**src/rtl/core/pidpt_pkg.sv**
```systemverilog
// Shared types, command and outcome codes, and default sizes for the
// process id probe table. Depends on nothing.
package pidpt_pkg;

   localparam int DEFAULT_TABLE_DEPTH = 64;
   localparam int DEFAULT_KEY_BITS    = 22;
   localparam int STATUS_BITS         = 8;
   localparam int CMD_BITS            = 2;
   localparam int OUTCOME_BITS        = 2;

   typedef logic [CMD_BITS-1:0]     cmd_type;
   typedef logic [OUTCOME_BITS-1:0] outcome_type;
   typedef logic [STATUS_BITS-1:0]  status_type;

   // Command codes.
   localparam cmd_type CMD_WATCH = 2'd0;
   localparam cmd_type CMD_CHECK = 2'd1;
   localparam cmd_type CMD_REAP  = 2'd2;

   // Outcome codes.
   localparam outcome_type OUT_OK     = 2'd0;
   localparam outcome_type OUT_FULL   = 2'd1;
   localparam outcome_type OUT_ABSENT = 2'd2;

   // Sequencer states of the top level.
   typedef enum logic [1:0] {
      ST_IDLE,
      ST_HOME,
      ST_PROBE,
      ST_DONE
   } state_type;

endpackage

```
**src/rtl/core/pidpt_home.sv**
```systemverilog
// Home slot unit: computes a key modulo the table depth.
// Power-of-two depths take the low bits; other depths use a reciprocal multiplication.
// Depends on pidpt_pkg for the default sizes.
module pidpt_home #(
   parameter int TABLE_DEPTH = pidpt_pkg::DEFAULT_TABLE_DEPTH,
   parameter int KEY_BITS    = pidpt_pkg::DEFAULT_KEY_BITS
) (
   input  logic                           clock,
   input  logic                           reset,
   input  logic                           start,
   input  logic [KEY_BITS-1:0]            key,
   output logic                           done,
   output logic [$clog2(TABLE_DEPTH)-1:0] slot
);

   localparam int IDX_BITS = $clog2(TABLE_DEPTH);
   localparam bit IS_POW2  = (TABLE_DEPTH & (TABLE_DEPTH - 1)) == 0;

   generate
      if (IS_POW2) begin : g_mask
         localparam int EXT_BITS = (KEY_BITS > IDX_BITS) ? KEY_BITS : IDX_BITS;

         logic [EXT_BITS-1:0] key_ext;
         logic [IDX_BITS-1:0] slot_ff;
         logic                done_ff;

         assign key_ext = EXT_BITS'(key);

         // The home slot is just the low bits of the key.
         always_ff @(posedge clock) begin
            if (reset) begin
               done_ff <= 1'b0;
            end else begin
               done_ff <= start;
            end
            if (start) begin
               slot_ff <= key_ext[IDX_BITS-1:0];
            end
         end

         assign done = done_ff;
         assign slot = slot_ff;
      end else begin : g_recip
         // For keys below 2**KEY_BITS, the product with the rounded-up reciprocal,
         // shifted right by KEY_BITS + IDX_BITS, is exactly the quotient.
         localparam int SHIFT      = KEY_BITS + IDX_BITS;
         localparam int RECIP_BITS = KEY_BITS + 1;
         localparam int PROD_BITS  = KEY_BITS + RECIP_BITS;
         localparam logic [64:0] RECIP_WIDE =
            ((65'(1) << SHIFT) + 65'(TABLE_DEPTH) - 65'(1)) / 65'(TABLE_DEPTH);
         localparam logic [RECIP_BITS-1:0] RECIP    = RECIP_BITS'(RECIP_WIDE);
         localparam logic [IDX_BITS-1:0]   DEPTH_LO = IDX_BITS'(TABLE_DEPTH);

         logic [KEY_BITS-1:0]  key_ff;
         logic [PROD_BITS-1:0] prod_ff;
         logic                 mul_ff;
         logic [IDX_BITS-1:0]  quo_lo;
         logic [IDX_BITS-1:0]  rem;
         logic [IDX_BITS-1:0]  slot_ff;
         logic                 done_ff;

         // The remainder is below the depth, so only the low bits matter.
         assign quo_lo = IDX_BITS'(prod_ff >> SHIFT);
         assign rem    = IDX_BITS'(key_ff) - quo_lo * DEPTH_LO;

         // Multiply into prod_ff, then subtract into slot_ff.
         always_ff @(posedge clock) begin
            if (reset) begin
               mul_ff  <= 1'b0;
               done_ff <= 1'b0;
            end else begin
               mul_ff  <= start;
               done_ff <= mul_ff;
            end
            if (start) begin
               key_ff  <= key;
               prod_ff <= PROD_BITS'(key) * PROD_BITS'(RECIP);
            end
            if (mul_ff) begin
               slot_ff <= rem;
            end
         end

         assign done = done_ff;
         assign slot = slot_ff;
      end
   endgenerate

endmodule

```
**src/rtl/core/process_id_probe_table.sv**
```systemverilog
// Process id probe table: an open-addressed table of process ids.
// Request words carry a command (watch, check or reap), a process id and an
// exit status; each request yields exactly one response word with the outcome,
// the dead flag and stored status of the found entry, and the used and alive
// counts after the command. Both channels use valid/ready.
// The table lives in one synchronous memory of TABLE_DEPTH entries with a
// registered read port; a valid bit per entry makes the table read as empty
// right after reset, so reset needs no clearing pass.
// Only one request is in flight: req_ready is high while the sequencer idles.
// For a power-of-two depth the home slot is the low bits of the id; for other
// depths it comes from a reciprocal multiplication. Probing reads one slot per
// cycle through the memory's read port. A zero id or an unused command skips
// the probe and answers with the absent outcome.
// A finished response sits in an output register; the next request is taken
// while it waits, and that request holds its own response until rsp_ready.
// Depends on pidpt_pkg and pidpt_home.
module process_id_probe_table #(
   parameter int TABLE_DEPTH = pidpt_pkg::DEFAULT_TABLE_DEPTH,
   parameter int KEY_BITS    = pidpt_pkg::DEFAULT_KEY_BITS
) (
   input  logic                              clock,
   input  logic                              reset,
   input  logic                              req_valid,
   output logic                              req_ready,
   input  pidpt_pkg::cmd_type                req_cmd,
   input  logic [KEY_BITS-1:0]               req_pid,
   input  pidpt_pkg::status_type             req_exit_status,
   output logic                              rsp_valid,
   input  logic                              rsp_ready,
   output pidpt_pkg::outcome_type            rsp_outcome,
   output logic                              rsp_dead,
   output pidpt_pkg::status_type             rsp_stored_status,
   output logic [$clog2(TABLE_DEPTH+1)-1:0]  rsp_used_count,
   output logic [$clog2(TABLE_DEPTH+1)-1:0]  rsp_alive_count
);

   import pidpt_pkg::*;

   localparam int IDX_BITS   = $clog2(TABLE_DEPTH);
   localparam int COUNT_BITS = $clog2(TABLE_DEPTH + 1);
   localparam logic [IDX_BITS-1:0] LAST_IDX = IDX_BITS'(TABLE_DEPTH - 1);

   typedef struct packed {
      logic [KEY_BITS-1:0] key;
      logic                dead;
      status_type          status;
   } entry_type;

   state_type state_ff, state_in;

   // Request fields held for the command in flight.
   cmd_type             cmd_ff;
   logic [KEY_BITS-1:0] pid_ff;
   status_type          st_ff;

   // Probe position and number of slots already passed.
   logic [IDX_BITS-1:0] idx_ff, idx_in;
   logic [IDX_BITS-1:0] n_ff, n_in;

   // Counts and the pending result.
   logic [COUNT_BITS-1:0] occupied_ff, occupied_in;
   logic [COUNT_BITS-1:0] living_ff, living_in;
   outcome_type           res_outcome_ff, res_outcome_in;
   logic                  res_dead_ff, res_dead_in;
   status_type            res_status_ff, res_status_in;

   // Output register.
   logic                  rsp_valid_ff;
   outcome_type           rsp_outcome_ff;
   logic                  rsp_dead_ff;
   status_type            rsp_status_ff;
   logic [COUNT_BITS-1:0] rsp_used_ff;
   logic [COUNT_BITS-1:0] rsp_alive_ff;

   // Memory and its ports.
   entry_type             mem [TABLE_DEPTH];
   logic [TABLE_DEPTH-1:0] valid_ff;
   entry_type             rd_raw_ff;
   logic                  rd_valid_ff;
   entry_type             rd_entry;
   logic                  mem_rd_en;
   logic [IDX_BITS-1:0]   mem_rd_addr;
   logic                  mem_we;
   entry_type             mem_wr_data;

   // Home slot unit.
   logic                  home_start;
   logic                  home_done;
   logic [IDX_BITS-1:0]   home_slot;

   // Decode and probe decisions.
   logic                  req_take;
   logic                  req_legal;
   logic                  slot_hit;
   logic                  slot_empty;
   logic                  last_probe;
   logic                  probe_end;
   logic [IDX_BITS-1:0]   idx_next;
   logic                  res_load;
   logic                  rsp_load;

   pidpt_home #(
      .TABLE_DEPTH(TABLE_DEPTH),
      .KEY_BITS   (KEY_BITS)
   ) u_home (
      .clock(clock),
      .reset(reset),
      .start(home_start),
      .key  (req_pid),
      .done (home_done),
      .slot (home_slot)
   );

   // Request decode and probe evaluation of the slot just read.
   assign req_take  = req_valid && req_ready;
   assign req_legal = (req_pid != '0) &&
                      (req_cmd == CMD_WATCH || req_cmd == CMD_CHECK || req_cmd == CMD_REAP);
   assign rd_entry   = rd_valid_ff ? rd_raw_ff : '0;
   assign slot_hit   = (rd_entry.key == pid_ff);
   assign slot_empty = (rd_entry.key == '0);
   assign last_probe = (n_ff == LAST_IDX);
   assign probe_end  = slot_hit || slot_empty || last_probe;
   assign idx_next   = (idx_ff == LAST_IDX) ? '0 : idx_ff + IDX_BITS'(1);

   // Next state.
   always_comb begin
      state_in = state_ff;
      unique case (state_ff)
         ST_IDLE: begin
            if (req_take) begin
               state_in = req_legal ? ST_HOME : ST_DONE;
            end
         end
         ST_HOME: begin
            if (home_done) begin
               state_in = ST_PROBE;
            end
         end
         ST_PROBE: begin
            if (probe_end) begin
               state_in = ST_DONE;
            end
         end
         ST_DONE: begin
            if (!rsp_valid_ff || rsp_ready) begin
               state_in = ST_IDLE;
            end
         end
         default: state_in = ST_IDLE;
      endcase
   end

   // Control outputs of the sequencer.
   always_comb begin
      req_ready   = 1'b0;
      home_start  = 1'b0;
      mem_rd_en   = 1'b0;
      mem_rd_addr = idx_next;
      res_load    = 1'b0;
      rsp_load    = 1'b0;
      unique case (state_ff)
         ST_IDLE: begin
            req_ready  = 1'b1;
            home_start = req_valid && req_legal;
            res_load   = req_valid && !req_legal;
         end
         ST_HOME: begin
            mem_rd_en   = home_done;
            mem_rd_addr = home_slot;
         end
         ST_PROBE: begin
            mem_rd_en = !probe_end;
            res_load  = probe_end;
         end
         ST_DONE: begin
            rsp_load = !rsp_valid_ff || rsp_ready;
         end
         default: begin
            req_ready = 1'b0;
         end
      endcase
   end

   // Write-back data, result fields and count updates.
   always_comb begin
      mem_we         = 1'b0;
      mem_wr_data    = '{key: pid_ff, dead: 1'b0, status: '0};
      occupied_in    = occupied_ff;
      living_in      = living_ff;
      res_outcome_in = OUT_ABSENT;
      res_dead_in    = 1'b0;
      res_status_in  = '0;
      if (state_ff == ST_PROBE && probe_end) begin
         unique case (cmd_ff)
            CMD_WATCH: begin
               if (slot_hit) begin
                  // Re-arm a known id; the status is kept.
                  mem_we         = 1'b1;
                  mem_wr_data    = '{key: pid_ff, dead: 1'b0, status: rd_entry.status};
                  res_outcome_in = OUT_OK;
                  res_status_in  = rd_entry.status;
                  if (rd_entry.dead) begin
                     living_in = living_ff + COUNT_BITS'(1);
                  end
               end else if (slot_empty) begin
                  mem_we         = 1'b1;
                  res_outcome_in = OUT_OK;
                  occupied_in    = occupied_ff + COUNT_BITS'(1);
                  living_in      = living_ff + COUNT_BITS'(1);
               end else begin
                  res_outcome_in = OUT_FULL;
               end
            end
            CMD_CHECK: begin
               if (slot_hit) begin
                  res_outcome_in = OUT_OK;
                  res_dead_in    = rd_entry.dead;
                  res_status_in  = rd_entry.status;
               end
            end
            CMD_REAP: begin
               if (slot_hit) begin
                  mem_we         = 1'b1;
                  mem_wr_data    = '{key: pid_ff, dead: 1'b1, status: st_ff};
                  res_outcome_in = OUT_OK;
                  res_dead_in    = 1'b1;
                  res_status_in  = st_ff;
                  // A second reap of a dead entry only updates the status.
                  if (!rd_entry.dead && living_ff != '0) begin
                     living_in = living_ff - COUNT_BITS'(1);
                  end
               end
            end
            default: begin
               res_outcome_in = OUT_ABSENT;
            end
         endcase
      end
   end

   // Probe position.
   always_comb begin
      idx_in = idx_ff;
      n_in   = n_ff;
      if (state_ff == ST_HOME && home_done) begin
         idx_in = home_slot;
         n_in   = '0;
      end else if (state_ff == ST_PROBE && !probe_end) begin
         idx_in = idx_next;
         n_in   = n_ff + IDX_BITS'(1);
      end
   end

   // Table memory with a registered read port.
   always_ff @(posedge clock) begin
      if (mem_we) begin
         mem[idx_ff] <= mem_wr_data;
      end
      if (mem_rd_en) begin
         rd_raw_ff <= mem[mem_rd_addr];
      end
   end

   // Entry valid bits; an entry that was never written reads as empty.
   always_ff @(posedge clock) begin
      if (reset) begin
         valid_ff    <= '0;
         rd_valid_ff <= 1'b0;
      end else begin
         if (mem_we) begin
            valid_ff[idx_ff] <= 1'b1;
         end
         if (mem_rd_en) begin
            rd_valid_ff <= valid_ff[mem_rd_addr];
         end
      end
   end

   // Control state and counts.
   always_ff @(posedge clock) begin
      if (reset) begin
         state_ff     <= ST_IDLE;
         occupied_ff  <= '0;
         living_ff    <= '0;
         rsp_valid_ff <= 1'b0;
      end else begin
         state_ff    <= state_in;
         occupied_ff <= occupied_in;
         living_ff   <= living_in;
         if (rsp_load) begin
            rsp_valid_ff <= 1'b1;
         end else if (rsp_ready) begin
            rsp_valid_ff <= 1'b0;
         end
      end
   end

   // Payload registers.
   always_ff @(posedge clock) begin
      if (req_take) begin
         cmd_ff <= req_cmd;
         pid_ff <= req_pid;
         st_ff  <= req_exit_status;
      end
      idx_ff <= idx_in;
      n_ff   <= n_in;
      if (res_load) begin
         res_outcome_ff <= res_outcome_in;
         res_dead_ff    <= res_dead_in;
         res_status_ff  <= res_status_in;
      end
      if (rsp_load) begin
         rsp_outcome_ff <= res_outcome_ff;
         rsp_dead_ff    <= res_dead_ff;
         rsp_status_ff  <= res_status_ff;
         rsp_used_ff    <= occupied_ff;
         rsp_alive_ff   <= living_ff;
      end
   end

   assign rsp_valid         = rsp_valid_ff;
   assign rsp_outcome       = rsp_outcome_ff;
   assign rsp_dead          = rsp_dead_ff;
   assign rsp_stored_status = rsp_status_ff;
   assign rsp_used_count    = rsp_used_ff;
   assign rsp_alive_count   = rsp_alive_ff;

endmodule

```
**config.mk**
```make
export PLATFORM = sky130hd
export DESIGN_NAME = process_id_probe_table
export DESIGN_NICKNAME = d
export VERILOG_FILES = /design/src/rtl/core/pidpt_pkg.sv /design/src/rtl/core/pidpt_home.sv /design/src/rtl/core/process_id_probe_table.sv
export SDC_FILE = /design/constraint.sdc
export NUM_CORES = 2
export LEC_CHECK = 0
export BUFFER_PORTS_ARGS = -buffer_cell sky130_fd_sc_hd__clkbuf_2
export CAP_MARGIN = 20
export CORE_ASPECT_RATIO = 2
export CORE_MARGIN = 1
export CORE_UTILIZATION = 35
export CTS_CLUSTER_SIZE = 30
export DETAILED_ROUTE_END_ITERATION = 7
export HOLD_SLACK_MARGIN = 0.02
export SYNTH_ARGS = -nofsm -noshare
export SYNTH_HDL_FRONTEND = slang
export SYNTH_HIERARCHICAL = 1
export SYNTH_SLANG_ARGS = --single-unit
```
**constraint.sdc**
```tcl
create_clock -name clock -period 7 [get_ports clock]
set_input_delay 1.05 -clock clock [delete_from_list [all_inputs] [get_ports clock]]
set_output_delay 1.05 -clock clock [all_outputs]
set_load 0.01 [all_outputs]
```
==> impl_metrics.toml <==
[status]
outcome = "finished clean"

[clocking]
cts_buffer_depth = 4
clock_latency_ns = 0.85
cts_root_buf = "clkbuf_16"
clock_sink_count = 2184
clock_tree.htree_level_count = 4
cts_hold_repair.buffers = 0
cts_tree = "done"
cts_resized = 0
clock_buffer_count_from_cts = 177
post_cts.repair.setup_buffers = 0
clock_edge_transition_at_the_registers_on_the_reported_setup_and_hold_paths_ns = 0.08

[floorplan]
design.die.area_um2 = 247000
core-area_um2 = 243000
design.portCount = 63
start_util_pct = 35.2
die-height_um = 701
die_w_um = 352
site_row_count = 256

[sta]
fmax_mhz = 192
final.min_clock_period_ns = 5.22
clock-skew-final_ns = 0.0565
report.final.hold_viol_count = 0
final.setup.tns_ns = 0
finalCritPeriodShare_pct = 74.6
timing.max_slew.rel_slack_pct = 20.6
report.final.setup_viol = 0
tightest_slew_ns = 1.18
finalMaxSlewViolations = 0
grt_setup_unrepaired = "false"

[flow_run]
cap_violations = 0

[drt]
remaining_antenna_violation_count = 0
viasPerCell = 5.48
drc_violations_left = 0
route.vias.total = 43100
dr.first_iter.drc_count = 4640
finalWirelength_mm = 252
drt_pre_antenna_iters = 6
post_drt_wl_per_cell_um = 32.1

[place]
place_congestion = 0.970
place_area_um2 = 90600
dp_hpwl_mm = 164
placement.io_buffers = 62

[critical_path]
rr_startpoint = "pid_ff[11]"
regToRegEndpoint = "mem[8][13]"
crit_arrival_ns = 5.64
stages_on_the_worst_setup_path = 10
timing.critical_path.from_type = "flop"
path_common_cell = "buf_4"
max_stage_delay_ns = 1.00
criticalPathCategory = "reg2reg"
crit_path_start = "pid_ff[11]"
worst-r2r-setup-slack_ns = 1.78
crit_end = "mem[8][13]"
crit_family = "simple AND/OR/NAND/NOR gates"
worst-path-max-fanout = 31
timing.critical_path.to_type = "flop"
max_stage_delay_cell_worst_path = "nor2_4"
cp.required_ns = 7.42
crit_path_cell_trace = "buf_4 -> nor4bb_1 -> a31oi_1 -> o32ai_1 -> nand4_2 -> nor4_4 -> buf_4 -> a32o_1 -> nand2b_2 -> nor2_4"
worst-path-buf-inv = 2
reg2reg_depth = 10

[grt]
total_global_routing_overflow = 0
first_global_vias = 44200
grt_start_max_net_pins = 86
antenna_found_initial = 12
global_route_wire_length_before_repair_mm = 348
gr-usage-all-layers_pct = 20.4

[synth]
synth-main-ff-cell = "edfxtp_1"
synth-async-reset-ratio_pct = 0
syn-instance-count = 4334
synth.distinct_cells = 85
synth_area_um2 = 85500
sequential_share_of_the_synthesized_area_pct = 75.6
synth.net_count = 4388
synth_seq_cells = 2184
yosys_warnings = 6
synthesized_area_divided_by_synthesized_cell_count_um2 = 19.7
number_of_synthesized_flops_with_an_enable_pin = 2095

[worst_hold_path]
worst_hold_class = "reg2reg"

[layout]
mostFrequentLayoutCell = "edfxtp_1"
area_growth_syn_to_layout_pct = 12.6
drive_above_1_share_pct = 23.5
num-nets-final = 4544
finish.instance_area_um2 = 96300
fin_util_pct = 39.6
filler_cell_count = 21600
layout.cells.most_common_list = "edfxtp_1, mux4_2, nand2_1"

[power]
ir_drop_uv = 312
power_density_nw_per_um2 = 361
power.leakage_nw = 28.5
power breakdown:
group	switching, W	leakage (nW)	internal, W	total [W]
Clock	0.00463	2.66	0.00519	0.00982
Sequential	0.000162	18.4	0.0149	0.0150
Combinational	0.00668	7.47	0.00325	0.00994
Total	0.0115	28.5	0.0233	0.0348
routing by layer:
metal  part of all wire, %  wire [um]  track usage, %  up-vias
met4                    10      26300            17.5        2
met3                   5.2      13000            2.62      595
met2                    52     131000            35.8     1684
li1                      -          -               -    17900
met1                    33      82000            21.4    22900
met5                0.0052         13               0        -
flip-flops by register name, indices dropped and copies added (netlist names), 2 cells and up:
name               cells
mem                 1984
valid_ff              64
rd_raw_ff             31
pid_ff                22
res_status_ff          8
rsp_stored_status      8
st_ff                  8
living_ff              7
occupied_ff            7
rsp_alive_count        7
rsp_used_count         7
idx_ff                 6
n_ff                   6
u_home/slot            6
cmd_ff                 2
res_outcome_ff         2
rsp_outcome            2
state_ff               2
per-stage QoR:
stage / hold WS [ns] / total power [W] / setup WS, ns / std cells
2_1_floorplan: 0.400 / 0.0212 / 1.77 / 4334
3_3_place_gp: 0.405 / 0.0251 / 1.81 / 7501
3_5_place_dp: 0.405 / 0.0252 / 1.84 / 7523
4_1_cts: 0.367 / 0.0349 / 1.80 / 7831
5_1_grt: 0.414 / 0.0356 / 1.62 / 7845
6_report: 0.421 / 0.0348 / 1.78 / 7851
cell families after synthesis:
family,after synthesis,share of synthesized area [%]
buf+inv,329,2.14
xor+xnor,27,0.276
simple gates,786,4.28
mux,601,14.3
compound gates,389,3.12
fa+ha+maj,18,0.272
flops,2184,75.6
Yosys cell counts, types with 3 or more instances:
cell / number / area (um2)
a211oi_1: 99 / 743
a21o_1: 5 / 37.5
a21oi_1: 100 / 500
a311oi_1: 3 / 26.3
a31oi_1: 46 / 288
and2_1: 3 / 18.8
and3_1: 105 / 657
and4bb_1: 3 / 37.5
buf_1: 19 / 71.3
buf_12: 6 / 120
buf_2: 52 / 260
buf_4: 13 / 97.6
buf_6: 46 / 518
buf_8: 3 / 45.0
clkbuf_1: 116 / 435
dfxtp_1: 89 / 1780
edfxtp_1: 2095 / 62900
ha_1: 17 / 213
inv_1: 72 / 270
mux2_2: 3 / 33.8
mux2i_1: 101 / 1010
mux4_2: 496 / 11200
nand2_1: 382 / 1430
nand2b_1: 9 / 56.3
nand2b_2: 3 / 26.3
nand3_1: 74 / 370
nand4_1: 7 / 43.8
nor2_1: 129 / 484
nor2b_1: 9 / 56.3
nor3_1: 13 / 65.1
nor4_1: 10 / 62.6
nor4bb_1: 9 / 90.1
o211ai_1: 13 / 97.6
o21ai_0: 18 / 90.1
o22ai_1: 51 / 319
o22ai_2: 3 / 37.5
o32ai_1: 17 / 149
or2_1: 3 / 18.8
or2_2: 4 / 25.0
or3_1: 6 / 37.5
or4_1: 4 / 30.0
xnor2_1: 21 / 184
xor2_1: 6 / 52.6
how the worst min path moves through the flow:
stage	from	to	cells past startpoint
after floorplan	res_dead_ff	rsp_dead	0
after global placement	res_status_ff[5]	rsp_stored_status[5]	0
after detailed placement	res_status_ff[3]	rsp_stored_status[3]	0
after CTS	req_pid[12]	pid_ff[12]	1
after global routing	req_pid[15]	pid_ff[15]	1
final	res_status_ff[3]	rsp_stored_status[3]	0
final cells by class:
class,count,area (um2),area share [%]
clock inverter,83,736,0.764
multi-input combinational,1821,19700,20.4
timing repair buffer,232,2170,2.25
antenna,7,17.5,0.0182
sequential,2184,64700,67.2
inverter,74,280,0.291
tap,3225,4040,4.19
clock buffer,225,4710,4.89
Note: power is estimated with default switching activity, not from simulation.
